==> src/ucep_pkg.sv <==
// Shared types and constants for the USB endpoint-zero control transfer sequencer.
// Holds the request and result structs, the classified command, and the stage encoding.
// No dependencies.
package ucep_pkg;

    // Event kinds carried by each input request
    typedef enum logic [1:0] {
        KIND_SETUP = 2'd0,
        KIND_OUT   = 2'd1,
        KIND_IN    = 2'd2,
        KIND_RESET = 2'd3
    } t_kind;

    // Control stages, one-hot
    typedef enum logic [6:0] {
        ST_IDLE = 7'b0000001,
        ST_DIN  = 7'b0000010,
        ST_LIN  = 7'b0000100,
        ST_SIN  = 7'b0001000,
        ST_DOUT = 7'b0010000,
        ST_LOUT = 7'b0100000,
        ST_SOUT = 7'b1000000
    } t_stage;

    // Stage codes as reported on the result
    localparam logic [2:0] STG_CODE_IDLE = 3'd0;
    localparam logic [2:0] STG_CODE_DIN  = 3'd2;
    localparam logic [2:0] STG_CODE_LIN  = 3'd3;
    localparam logic [2:0] STG_CODE_SIN  = 3'd4;
    localparam logic [2:0] STG_CODE_DOUT = 3'd5;
    localparam logic [2:0] STG_CODE_LOUT = 3'd6;
    localparam logic [2:0] STG_CODE_SOUT = 3'd7;

    // Standard request fields
    localparam logic [7:0] REQ_SET_ADDRESS  = 8'd5;
    localparam logic [7:0] REQ_TYPE_STD_OUT = 8'h00;
    localparam int         DIR_IN_BIT       = 7;

    // Queue between front and back
    localparam int QUEUE_DEPTH = 2;
    localparam int QPTR_W      = $clog2(QUEUE_DEPTH);
    localparam int QCNT_W      = $clog2(QUEUE_DEPTH + 1);

    typedef struct packed {
        t_kind       kind;
        logic [7:0]  request_type;
        logic [7:0]  request_code;
        logic [15:0] request_value;
        logic [15:0] request_length;
        logic        setup_ok;
        logic [9:0]  out_count;
        logic        handler_ok;
        logic [15:0] reply_length;
    } t_in_item;

    typedef struct packed {
        logic       send_data;
        logic       accept_data;
        logic [9:0] buffer_offset;
        logic [6:0] packet_length;
        logic       stall_res;
        logic       handler_called;
        logic       transfer_done;
        logic       set_address;
        logic [6:0] device_address;
        logic       rx_ready;
        logic [2:0] stage;
    } t_out_item;

    // Classified request handed from front to back
    typedef struct packed {
        t_kind       kind;
        logic        setup_ok;
        logic        handler_ok;
        logic        dir_in;       // read request or no data stage
        logic        long_write;   // write longer than the buffer
        logic        long_out;     // write needs more than one packet
        logic [7:0]  req_type;
        logic [7:0]  req_code;
        logic [6:0]  req_addr;
        logic [15:0] req_length;
        logic [10:0] reply_sat;    // reply clipped to buffer and wLength
        logic        short_reply;  // clipped reply shorter than wLength
        logic [9:0]  out_count;
    } t_cmd;

    function automatic logic [2:0] stage_code(input t_stage s);
        logic [2:0] c;
        case (s)
            ST_IDLE: c = STG_CODE_IDLE;
            ST_DIN:  c = STG_CODE_DIN;
            ST_LIN:  c = STG_CODE_LIN;
            ST_SIN:  c = STG_CODE_SIN;
            ST_DOUT: c = STG_CODE_DOUT;
            ST_LOUT: c = STG_CODE_LOUT;
            ST_SOUT: c = STG_CODE_SOUT;
            default: c = STG_CODE_IDLE;
        endcase
        return c;
    endfunction

endpackage

==> src/ucep_front.sv <==
// Front end: classifies each incoming request before it is queued.
// Clips the reply length and flags direction and size cases. Uses ucep_pkg.
module ucep_front #(
    parameter int MAX_PACKET   = 64,
    parameter int BUFFER_BYTES = 1024
) (
    input  ucep_pkg::t_in_item i_item,
    output ucep_pkg::t_cmd     o_cmd
);
    import ucep_pkg::*;

    localparam logic [15:0] BUF_LEN = 16'(BUFFER_BYTES);
    localparam logic [15:0] MAX_LEN = 16'(MAX_PACKET);

    logic [15:0] reply_buf;
    logic [15:0] reply_cut;

    // Clip the reply to the buffer, then to wLength
    always_comb begin
        reply_buf = (i_item.reply_length > BUF_LEN) ? BUF_LEN : i_item.reply_length;
        reply_cut = (reply_buf > i_item.request_length) ? i_item.request_length : reply_buf;
    end

    // Build the classified request
    always_comb begin
        o_cmd.kind        = i_item.kind;
        o_cmd.setup_ok    = i_item.setup_ok;
        o_cmd.handler_ok  = i_item.handler_ok;
        o_cmd.dir_in      = (i_item.request_length == 16'd0)
                            || i_item.request_type[DIR_IN_BIT];
        o_cmd.long_write  = i_item.request_length > BUF_LEN;
        o_cmd.long_out    = i_item.request_length > MAX_LEN;
        o_cmd.req_type    = i_item.request_type;
        o_cmd.req_code    = i_item.request_code;
        o_cmd.req_addr    = i_item.request_value[6:0];
        o_cmd.req_length  = i_item.request_length;
        o_cmd.reply_sat   = reply_cut[10:0];
        o_cmd.short_reply = reply_cut < i_item.request_length;
        o_cmd.out_count   = i_item.out_count;
    end

endmodule

==> src/ucep_queue.sv <==
// Short queue of classified requests between front and back.
// Register-based, one push and one pop per cycle; a push is ignored while the queue is full. Uses ucep_pkg.
module ucep_queue (
    input  logic            i_clk,
    input  logic            i_rst_n,
    input  logic            i_push,
    input  ucep_pkg::t_cmd  i_data,
    output logic            o_full,
    input  logic            i_pop,
    output logic            o_valid,
    output ucep_pkg::t_cmd  o_data
);
    import ucep_pkg::*;

    t_cmd              r_mem [QUEUE_DEPTH];
    logic [QPTR_W-1:0] r_wr_ptr;
    logic [QPTR_W-1:0] r_rd_ptr;
    logic [QCNT_W-1:0] r_count;

    logic do_push;
    logic do_pop;

    assign o_full  = (r_count == QCNT_W'(QUEUE_DEPTH));
    assign o_valid = (r_count != '0);
    assign o_data  = r_mem[r_rd_ptr];
    assign do_push = i_push && !o_full;
    assign do_pop  = i_pop && o_valid;

    // Store entries
    always_ff @(posedge i_clk) begin
        if (do_push) begin
            r_mem[r_wr_ptr] <= i_data;
        end
    end

    // Advance pointers and count
    always_ff @(posedge i_clk) begin
        if (!i_rst_n) begin
            r_wr_ptr <= '0;
            r_rd_ptr <= '0;
            r_count  <= '0;
        end else begin
            if (do_push) begin
                r_wr_ptr <= (r_wr_ptr == QPTR_W'(QUEUE_DEPTH - 1)) ? '0 : r_wr_ptr + 1'b1;
            end
            if (do_pop) begin
                r_rd_ptr <= (r_rd_ptr == QPTR_W'(QUEUE_DEPTH - 1)) ? '0 : r_rd_ptr + 1'b1;
            end
            if (do_push && !do_pop) begin
                r_count <= r_count + 1'b1;
            end else if (do_pop && !do_push) begin
                r_count <= r_count - 1'b1;
            end
        end
    end

endmodule

==> src/ucep_back.sv <==
// Back end: runs the control stage machine on each classified request.
// Holds transfer state and the output register. Uses ucep_pkg.
module ucep_back #(
    parameter int MAX_PACKET   = 64
) (
    input  logic                i_clk,
    input  logic                i_rst_n,
    input  logic                i_cmd_valid,
    input  ucep_pkg::t_cmd      i_cmd,
    output logic                o_cmd_pop,
    output logic                o_valid,
    input  logic                i_stall,
    output ucep_pkg::t_out_item o_result
);
    import ucep_pkg::*;

    localparam logic [6:0]  MAX_LEN7  = 7'(MAX_PACKET);
    localparam logic [10:0] MAX_LEN11 = 11'(MAX_PACKET);
    localparam logic [15:0] MAX_LEN16 = 16'(MAX_PACKET);

    t_stage      r_stage,      n_stage;
    logic [10:0] r_bytes_left, n_bytes_left;
    logic [10:0] r_send_off,   n_send_off;
    logic        r_zlp,        n_zlp;
    logic [7:0]  r_saved_type, n_saved_type;
    logic [7:0]  r_saved_code, n_saved_code;
    logic [6:0]  r_saved_addr, n_saved_addr;
    logic [15:0] r_saved_len,  n_saved_len;
    logic        r_out_valid;
    t_out_item   r_out;
    t_out_item   res;

    // Chunk step inputs and outputs
    logic        from_setup;
    logic [10:0] c_bl;
    logic [10:0] c_off;
    logic        c_zlp;
    logic        c_big;
    logic [6:0]  c_len;
    t_stage      c_stage;
    logic [10:0] c_bl_next;
    logic [10:0] c_off_next;
    logic        c_zlp_next;

    // OUT data step
    logic [15:0] o_rem;
    logic [6:0]  o_pkt;
    logic [10:0] o_bl_next;
    logic [15:0] o_rem2;
    logic        o_short;

    assign o_cmd_pop = i_cmd_valid && (!r_out_valid || !i_stall);
    assign o_valid   = r_out_valid;
    assign o_result  = r_out;

    // Next IN chunk, started either from a setup or from the saved state
    always_comb begin
        from_setup = (i_cmd.kind == KIND_SETUP);
        c_bl       = from_setup ? i_cmd.reply_sat   : r_bytes_left;
        c_off      = from_setup ? 11'd0             : r_send_off;
        c_zlp      = from_setup ? i_cmd.short_reply : r_zlp;
        c_big      = c_bl > MAX_LEN11;
        if (c_big) begin
            c_len      = MAX_LEN7;
            c_stage    = ST_DIN;
            c_off_next = c_off + MAX_LEN11;
            c_bl_next  = c_bl - MAX_LEN11;
            c_zlp_next = c_zlp;
        end else begin
            c_len      = c_bl[6:0];
            // a full final chunk of a short reply needs a trailing empty packet
            c_stage    = (c_zlp && (c_bl == MAX_LEN11)) ? ST_DIN : ST_LIN;
            c_off_next = c_off;
            c_bl_next  = 11'd0;
            c_zlp_next = 1'b0;
        end
    end

    // Expected OUT packet size and progress
    always_comb begin
        o_rem     = ({5'd0, r_bytes_left} < r_saved_len)
                    ? r_saved_len - {5'd0, r_bytes_left} : 16'd0;
        o_pkt     = (o_rem < MAX_LEN16) ? o_rem[6:0] : MAX_LEN7;
        o_short   = {3'd0, o_pkt} > i_cmd.out_count;
        o_bl_next = r_bytes_left + {4'd0, o_pkt};
        o_rem2    = ({5'd0, o_bl_next} < r_saved_len)
                    ? r_saved_len - {5'd0, o_bl_next} : 16'd0;
    end

    // Stage machine and result
    always_comb begin
        n_stage      = r_stage;
        n_bytes_left = r_bytes_left;
        n_send_off   = r_send_off;
        n_zlp        = r_zlp;
        n_saved_type = r_saved_type;
        n_saved_code = r_saved_code;
        n_saved_addr = r_saved_addr;
        n_saved_len  = r_saved_len;
        res          = '0;
        case (i_cmd.kind)
            KIND_SETUP: begin
                if (!i_cmd.setup_ok) begin
                    res.stall_res = 1'b1;
                    n_stage       = ST_IDLE;
                end else begin
                    n_saved_type = i_cmd.req_type;
                    n_saved_code = i_cmd.req_code;
                    n_saved_addr = i_cmd.req_addr;
                    n_saved_len  = i_cmd.req_length;
                    if (i_cmd.dir_in) begin
                        n_send_off         = 11'd0;
                        res.handler_called = 1'b1;
                        if (!i_cmd.handler_ok) begin
                            res.stall_res = 1'b1;
                            n_stage       = ST_IDLE;
                        end else if (i_cmd.req_length != 16'd0) begin
                            res.send_data     = 1'b1;
                            res.buffer_offset = 10'd0;
                            res.packet_length = c_len;
                            n_stage           = c_stage;
                            n_send_off        = c_off_next;
                            n_bytes_left      = c_bl_next;
                            n_zlp             = c_zlp_next;
                        end else begin
                            res.send_data = 1'b1;
                            n_stage       = ST_SIN;
                        end
                    end else if (i_cmd.long_write) begin
                        res.stall_res = 1'b1;
                        n_stage       = ST_IDLE;
                    end else begin
                        n_bytes_left = 11'd0;
                        n_stage      = i_cmd.long_out ? ST_DOUT : ST_LOUT;
                        res.rx_ready = 1'b1;
                    end
                end
            end
            KIND_OUT: begin
                if (r_stage == ST_DOUT || r_stage == ST_LOUT) begin
                    if (o_short) begin
                        res.stall_res = 1'b1;
                        n_stage       = ST_IDLE;
                    end else begin
                        n_bytes_left = o_bl_next;
                        if (r_stage == ST_DOUT) begin
                            res.accept_data   = 1'b1;
                            res.buffer_offset = r_bytes_left[9:0];
                            res.packet_length = o_pkt;
                            res.rx_ready      = 1'b1;
                            if (o_rem2 <= MAX_LEN16) begin
                                n_stage = ST_LOUT;
                            end
                        end else begin
                            res.handler_called = 1'b1;
                            if (i_cmd.handler_ok) begin
                                res.accept_data   = 1'b1;
                                res.buffer_offset = r_bytes_left[9:0];
                                res.packet_length = o_pkt;
                                res.rx_ready      = 1'b1;
                                res.send_data     = 1'b1;
                                n_stage           = ST_SIN;
                            end else begin
                                res.stall_res = 1'b1;
                                n_stage       = ST_IDLE;
                            end
                        end
                    end
                end else if (r_stage == ST_SOUT) begin
                    res.transfer_done = 1'b1;
                    res.rx_ready      = 1'b1;
                    n_stage           = ST_IDLE;
                end else begin
                    res.stall_res = 1'b1;
                    n_stage       = ST_IDLE;
                end
            end
            KIND_IN: begin
                case (r_stage)
                    ST_DIN: begin
                        res.send_data     = 1'b1;
                        res.buffer_offset = r_send_off[9:0];
                        res.packet_length = c_len;
                        n_stage           = c_stage;
                        n_send_off        = c_off_next;
                        n_bytes_left      = c_bl_next;
                        n_zlp             = c_zlp_next;
                    end
                    ST_LIN: begin
                        res.rx_ready = 1'b1;
                        n_stage      = ST_SOUT;
                    end
                    ST_SIN: begin
                        res.transfer_done = 1'b1;
                        if (r_saved_type == REQ_TYPE_STD_OUT
                                && r_saved_code == REQ_SET_ADDRESS) begin
                            res.set_address    = 1'b1;
                            res.device_address = r_saved_addr;
                        end
                        n_stage = ST_IDLE;
                    end
                    default: begin
                        res.stall_res = 1'b1;
                        n_stage       = ST_IDLE;
                    end
                endcase
            end
            KIND_RESET: begin
                n_stage        = ST_IDLE;
                n_bytes_left   = 11'd0;
                n_send_off     = 11'd0;
                n_zlp          = 1'b0;
                n_saved_type   = 8'd0;
                n_saved_code   = 8'd0;
                n_saved_addr   = 7'd0;
                n_saved_len    = 16'd0;
                res.set_address = 1'b1;
                res.rx_ready    = 1'b1;
            end
            default: begin
                n_stage = r_stage;
            end
        endcase
        res.stage = stage_code(n_stage);
    end

    // Update transfer state on each executed request
    always_ff @(posedge i_clk) begin
        if (!i_rst_n) begin
            r_stage      <= ST_IDLE;
            r_bytes_left <= 11'd0;
            r_send_off   <= 11'd0;
            r_zlp        <= 1'b0;
            r_saved_type <= 8'd0;
            r_saved_code <= 8'd0;
            r_saved_addr <= 7'd0;
            r_saved_len  <= 16'd0;
        end else if (o_cmd_pop) begin
            r_stage      <= n_stage;
            r_bytes_left <= n_bytes_left;
            r_send_off   <= n_send_off;
            r_zlp        <= n_zlp;
            r_saved_type <= n_saved_type;
            r_saved_code <= n_saved_code;
            r_saved_addr <= n_saved_addr;
            r_saved_len  <= n_saved_len;
        end
    end

    // Hold the result until taken
    always_ff @(posedge i_clk) begin
        if (!i_rst_n) begin
            r_out_valid <= 1'b0;
        end else if (o_cmd_pop) begin
            r_out_valid <= 1'b1;
        end else if (!i_stall) begin
            r_out_valid <= 1'b0;
        end
    end

    always_ff @(posedge i_clk) begin
        if (o_cmd_pop) begin
            r_out <= res;
        end
    end

endmodule

==> src/usb_control_endpoint_fsm_top.sv <==
// Top level of the USB endpoint-zero control transfer sequencer.
// Connects front classifier, request queue and back stage machine. Uses ucep_pkg.
//
//   channel  valid         stall         payload
//   input    i_in_valid    o_in_stall    i_in_item    (t_in_item)
//   output   o_out_valid   i_out_stall   o_out_result (t_out_item)
//
// One request per cycle sustained while the output is not stalled; each request yields exactly one result.
// A request passes through the queue stage, then the stage machine and result register.
// The stage machine executes one request per cycle whenever the result register is free or being taken.
// A stalled output fills the two-entry queue before o_in_stall rises.
// Synchronous active-low reset empties the queue and returns the stage to idle.
module usb_control_endpoint_fsm_top #(
    parameter int MAX_PACKET   = 64,
    parameter int BUFFER_BYTES = 1024
) (
    input  logic                i_clk,
    input  logic                i_rst_n,
    input  logic                i_in_valid,
    output logic                o_in_stall,
    input  ucep_pkg::t_in_item  i_in_item,
    output logic                o_out_valid,
    input  logic                i_out_stall,
    output ucep_pkg::t_out_item o_out_result
);
    import ucep_pkg::*;

    t_cmd front_cmd;
    t_cmd head_cmd;
    logic q_full;
    logic q_valid;
    logic q_pop;

    assign o_in_stall = q_full;

    ucep_front #(
        .MAX_PACKET   (MAX_PACKET),
        .BUFFER_BYTES (BUFFER_BYTES)
    ) u_front (
        .i_item (i_in_item),
        .o_cmd  (front_cmd)
    );

    ucep_queue u_queue (
        .i_clk   (i_clk),
        .i_rst_n (i_rst_n),
        .i_push  (i_in_valid),
        .i_data  (front_cmd),
        .o_full  (q_full),
        .i_pop   (q_pop),
        .o_valid (q_valid),
        .o_data  (head_cmd)
    );

    ucep_back #(
        .MAX_PACKET   (MAX_PACKET)
    ) u_back (
        .i_clk       (i_clk),
        .i_rst_n     (i_rst_n),
        .i_cmd_valid (q_valid),
        .i_cmd       (head_cmd),
        .o_cmd_pop   (q_pop),
        .o_valid     (o_out_valid),
        .i_stall     (i_out_stall),
        .o_result    (o_out_result)
    );

endmodule
==> config.mk <==
export PLATFORM = sky130hd
export DESIGN_NAME = usb_control_endpoint_fsm_top
export DESIGN_NICKNAME = d
export VERILOG_FILES = /design/src/ucep_pkg.sv /design/src/ucep_front.sv /design/src/ucep_queue.sv /design/src/ucep_back.sv /design/src/usb_control_endpoint_fsm_top.sv
export SDC_FILE = /design/constraint.sdc
export NUM_CORES = 1
export LEC_CHECK = 0
export BUFFER_PORTS_ARGS = -buffer_cell sky130_fd_sc_hd__buf_2
export CORE_MARGIN = 10
export CORE_UTILIZATION = 60
export DETAILED_ROUTE_END_ITERATION = 8
export PLACE_DENSITY_LB_ADDON = 0.2
export SLEW_MARGIN = 20
export SYNTH_ARGS = -nofsm -noshare
export SYNTH_HDL_FRONTEND = slang
export SYNTH_SLANG_ARGS = --single-unit
==> constraint.sdc <==
create_clock -name i_clk -period 8.82 [get_ports i_clk]
set_clock_uncertainty 0.15 [all_clocks]
set_input_delay 1.764 -clock i_clk [delete_from_list [all_inputs] [get_ports i_clk]]
set_output_delay 1.764 -clock i_clk [all_outputs]
set_load 0.01 [all_outputs]
Yosys cells after proc, flatten, opt, wreduce, memory -nomap -nowiden
Memory sizes are Yosys's and may differ from the RTL's. A register that Yosys moved wholly into a read port is not among the register bits.
Index checks and enable logic that the tools add are counted.
- bits of input ports: 82
- output and inout port bits: 36
- latch bits: 0
- memories: 1
- bits in registers: 108
- memory bits (read-only): 0
- word-level logic and storage cells: 216
- bits in writable memories: 136
- divide/modulo/power cells: 0
- multiply operators: 0
- shift operators: 0
- add/subtract/negate cells: 9
- bitwise gates (word level): 2
- mux-type cells: 111
- $lt $le $gt $ge: 11
- equality and inequality tests: 29
- reductions and logical operators: 30
- memories (memory ; depth ; bits a word ; read ports ; clocked after memory_dff ; write ports ; RTL line ; source):
    u_queue.r_mem ; 2 ; 68 ; 1 ; 1 ; 1 ; ucep_queue.sv:15 ; t_cmd r_mem [QUEUE_DEPTH];
- operator list (kind ; number):
    $mux 11 ; 17
    $mux 7 ; 14
    $mux 16 ; 5
    $mux 17 ; 4
    $mux 19 ; 3
    $pmux 18 s3 ; 1
    $pmux 11 s4 ; 1
    $mux 1 ; 41
    $pmux 11 s3 ; 1
    $gt 16x11->1 const B ; 2
    $lt 11x16->1 ; 2
    $pmux 16 s2 ; 1
    $pmux 8 s2 ; 2
    $sub 16x11->16 ; 2
    $pmux 7 s2 ; 2
    $pmux 7 s4 ; 1
    $mux 8 ; 3
    $mux 18 ; 1
    $pmux 3 s6 ; 1
    $gt 16x16->1 ; 1
    $gt 16x7->1 const B ; 1
    $le 16x7->1 const B ; 1
    $logic_not 16->1 ; 1
    $lt 16x16->1 ; 1
    other kinds (45) ; 83

Longest topological paths before layout
- word-level depth: 15
- depth in mapped cells: 33
- mapped depth without buffers: 32

Cells and area by module
From an unflattened synthesis, not the netlist that was laid out.
- cells, all modules: 1283
- area, all modules: 13768.2 µm²
- modules (own cells, without submodules) (module ; cells an instance ; instances ; area each (µm²)):
    ucep_back ; 849 ; 1 ; 7044.3
    ucep_queue ; 237 ; 1 ; 5226.3
    ucep_front ; 197 ; 1 ; 1497.7

Worst setup path after synthesis
No wires, ideal clock.
- kind: reg-to-reg
- from: reg u_back.r_saved_len[0]
- to: reg u_back.r_out (netlist bit u_back.o_result[1]) (data pin)
- library setup time: 267 ps
- cell stages (with the launch flop): 34
- data arrival time: 5892 ps
- required time: 8403 ps
- path buffers: 1
- path slack: 2512 ps
- clock period less this slack: 6308 ps
- cell sequence: dfxtp_1 > inv_1 > ha_1 > fa_1 > nor2b_1 > o21bai_1 > nand3_1 > a31oi_1 > xor2_1 > nor4_1 > o2111a_1 > nand2b_1 > clkbuf_1 > nor2_1 > ha_1 > inv_1 > fa_1 > nor2b_1 > o21ai_0 > a21boi_0 > o21ai_0 > a21boi_0 > o21ai_0 > xnor2_1 > ha_1 > a211oi_1 > nor2_1 > or3_4 > nand2b_1 > o21ai_0 > nor4_4 > a41oi_1 > nor3b_2 > o22ai_1
- RTL lines (what ; RTL line ; source):
    start: declaration ; ucep_back.sv:28 ; logic [15:0] r_saved_len, n_saved_len;
    start signal: assignment ; ucep_back.sv:246 ; r_saved_len <= n_saved_len;
    end signal: assignment ; ucep_back.sv:263 ; r_out <= res;
    end: declaration ; ucep_back.sv:30 ; t_out_item r_out;

==> results.py <==
metrics = {
    "routing": {
        "vias": 9441,
        "viasPerCell": 5.97,
        "drtIter0Drc": 606,
        "drc": 0,
        "ant_nets": 0,
        "first_pass_iters": 5,
        "avgRoutedWirePerCell_um": 18.5,
        "routed_wl_um": 29300,
    },
    "floorplan": {
        "die_width_um": 166,
        "ios": 118,
        "initial_utilization": 0.608,
        "rows": 53,
        "die-area_um2": 27500,
        "die_h_um": 166,
        "fp.coreArea_um2": 21000,
    },
    "setup_path": {
        "path_class": "flop to flop",
        "start_kind": "flop",
        "cp-end-kind": "flop",
        "reg2reg_depth": 31,
        "reg2reg_to": "u_back.o_result[0]$_DFFE_PP_",
        "critPathMaxFanout": 8,
        "max_stage_delay_ps": 460,
        "cp_data_required_time_ps": 8940,
        "reg2reg_slack_ps": 1270,
        "crit_arrival_ps": 7670,
        "slowest_stage": "dfxtp_1",
        "r2r-start": "u_back.r_bytes_left[2]$_SDFFE_PN0P_",
    },
    "min_path": {
        "worstHoldEndpoint": "u_back.r_send_off[3]$_SDFFE_PN0P_",
        "hold_path_class": "flop to flop",
        "worstHoldStart": "u_back.r_send_off[3]$_SDFFE_PN0P_",
        "min_path_cells": 1,
    },
    "clock_network": {
        "cts_tree": "yes",
        "cts_max_level": 1,
        "clk_latency_ps": 540,
        "post_cts_buffers": 0,
        "ctsResizeCount": 0,
        "hold_buffers": 0,
        "cts_root_buffer": "clkbuf_16",
        "clockBufferDepth": 3,
        "numCtsBuffers": 24,
        "path_clk_slew_ps": 60,
        "clkSinkCount": 244,
    },
    "logic_synthesis": {
        "synthArstFlopShare": 0,
        "synth_top_area_frac": 0.399,
        "synth.yosys.seq_area_share": 0.515,
        "avgSynthCellArea_um2": 10.7,
        "synth_warnings": 0,
        "dominantRegCellSynth": "edfxtp_1",
        "yosysTopAreaCell": "edfxtp_1",
        "netlist-cell-type-count": 76,
        "synth-edff-count": 170,
        "synth_commonest_cells": "edfxtp_1, nor2_1, a21oi_1",
        "synth_seq_cells": 244,
        "netlist_area_um2": 12800,
        "synth.most_common_cell": "edfxtp_1",
        "yosys-top-cells-area": "edfxtp_1, dfxtp_1, ha_1",
        "synthCells": 1190,
    },
    "global_routing": {
        "grt_pass1_wl_um": 47800,
        "grt_pass1_vias": 9517,
        "grt_max_degree": 79,
        "track_usage": 0.204,
        "overflow": 0,
        "antenna_found_initial": 0,
    },
    "timing": {
        "hold_viol": 0,
        "hold_slack_ps": 309,
        "slew_viol_final": 0,
        "timing.final.crit_period_ps": 7550,
        "setup_violations": 0,
        "finalSetupTns_ps": 0,
        "timing.final.crit_share": 0.856,
        "max_slew_margin": 0.279,
        "grt_setup_unrepaired": "false",
        "tightest_slew_ps": 1080,
        "clock.fmax_mhz": 132,
    },
    "final_layout": {
        "drive_above_1_share": 0.149,
        "syn_to_final_growth_pct": 12.7,
        "antenna_cells": 0,
        "fin_nets": 1448,
    },
    "power": {
        "ir_drop_mv": 0.199,
        "power_density_nw_per_um2": 358,
        "p_leak_uw": 0.00569,
    },
    "placed_design": {
        "io_buffers": 108,
        "hpwl_um": 20800,
        "gp_congestion": 0.918,
    },
    "outcome": {
        "status": "complete, no violations",
    },
    "job": {
        "cap_violations": 0,
    },
}
-- critical path: cells and delay by family, from the launching register on --
| kind | cells | cell delay [ps] |
|---|---|---|
| flops | 1 | 460 |
| buf+inv | 2 | 140 |
| simple gates | 9 | 1930 |
| fa+ha+maj | 4 | 1280 |
| compound gates | 14 | 3020 |
| xor+xnor | 2 | 300 |
-- metal layers --
layer  track usage  vias to the layer above  wire length, µm
li1              -                     4606                -
met1         0.268                     4475            13000
met2         0.343                      297            13900
met3        0.0277                       63             1540
met4        0.0624                        0              725
met5             0                        -                0
-- layout make-up --
type                       count  area [µm²]
inverter                      56         210
clock buffer                  27         622
multi-input combinational    844        5790
clock inverter                17         233
fill                        1571        6610
timing repair buffer         118         616
tap                          275         344
sequential                   244        6590
-- how the worst max path moves through the flow --
| stage | end | cells after the start | from |
|---|---|---|---|
| floorplan | u_back.o_result[1]$_DFFE_PP_ | 33 | u_back.r_saved_len[0]$_SDFFE_PN0P_ |
| global placement | u_back.o_result[0]$_DFFE_PP_ | 31 | u_back.r_bytes_left[2]$_SDFFE_PN0P_ |
| detailed placement | u_back.o_result[0]$_DFFE_PP_ | 31 | u_back.r_bytes_left[2]$_SDFFE_PN0P_ |
| CTS | u_back.o_result[0]$_DFFE_PP_ | 31 | u_back.r_bytes_left[2]$_SDFFE_PN0P_ |
| global route | u_back.o_result[0]$_DFFE_PP_ | 29 | u_back.r_bytes_left[1]$_SDFFE_PN0P_ |
| finish | u_back.o_result[0]$_DFFE_PP_ | 31 | u_back.r_bytes_left[2]$_SDFFE_PN0P_ |
-- cells in the final DEF (no fill, tap or decap), types with 5 or more instances in the layout --
| cell | n |
|---|---|
| nor2_1 | 115 |
| a31oi_1 | 8 |
| clkinv_1 | 6 |
| dfxtp_1 | 73 |
| nor3_1 | 54 |
| nand4_1 | 17 |
| o21ai_0 | 40 |
| inv_1 | 54 |
| nand3_1 | 16 |
| o211a_1 | 6 |
| xnor2_1 | 14 |
| o221ai_1 | 6 |
| bufinv_16 | 5 |
| buf_2 | 108 |
| ha_1 | 74 |
| a22oi_1 | 11 |
| and3_1 | 7 |
| o21ai_1 | 9 |
| conb_1 | 5 |
| nor2b_1 | 18 |
| buf_4 | 10 |
| xor2_1 | 14 |
| nor4_1 | 19 |
| o21a_1 | 10 |
| mux2i_1 | 71 |
| and2_1 | 29 |
| nand2b_1 | 12 |
| o22ai_1 | 10 |
| edfxtp_1 | 170 |
| clkbuf_16 | 24 |
| mux2_2 | 16 |
| a211oi_1 | 7 |
| a21oi_1 | 96 |
| clkinv_2 | 6 |
| nand2_1 | 61 |
| a21o_1 | 18 |
-- stage by stage --
step | total power (µW) | std cells | util | area, µm² | worst slack (ps)
floorplan | 3480 | 1194 | - | 12800 | 2510
global placement | 4010 | 1537 | 0.645 | 13600 | 1450
detailed placement | 4050 | 1537 | 0.645 | 13600 | 1440
CTS | 5160 | 1581 | 0.685 | 14400 | 1360
global route | 5480 | 1581 | 0.685 | 14400 | 622
finish | 5160 | 1581 | 0.685 | 14400 | 1270
-- where the power goes --
part	internal, µW	switching (µW)	leakage, µW
logic	946	1450	0.00308
registers	1500	168	0.00220
clock network	657	431	0.000417
total	3100	2050	0.00569
-- flip-flops by register name, summed over array words and instances, names as in the netlist, named ones only --
register             flops
u_back.o_valid           1
u_back.o_result         34
u_back.r_saved_addr      7
u_queue.r_wr_ptr         1
u_queue.r_count          2
u_back.r_send_off       10
u_back.r_saved_type      8
u_back.r_stage           7
u_back.r_saved_code      8
u_back.r_saved_len      16
u_back.r_zlp             1
u_queue.r_mem          136
u_queue.r_rd_ptr         1
u_back.r_bytes_left     11
-- cell families after synthesis --
logic type / after synthesis / synth area share
muxes: 89 / 0.0715
buffers and inverters: 106 / 0.0335
DFF: 244 / 0.515
AOI/OAI and AO/OA: 261 / 0.131
adders and majority gates: 78 / 0.0781
other: 1 / 0.000293
xor gates and xnor gates: 28 / 0.0192
and+or+nand+nor: 383 / 0.151
Note: power is estimated with default switching activity, not from simulation.
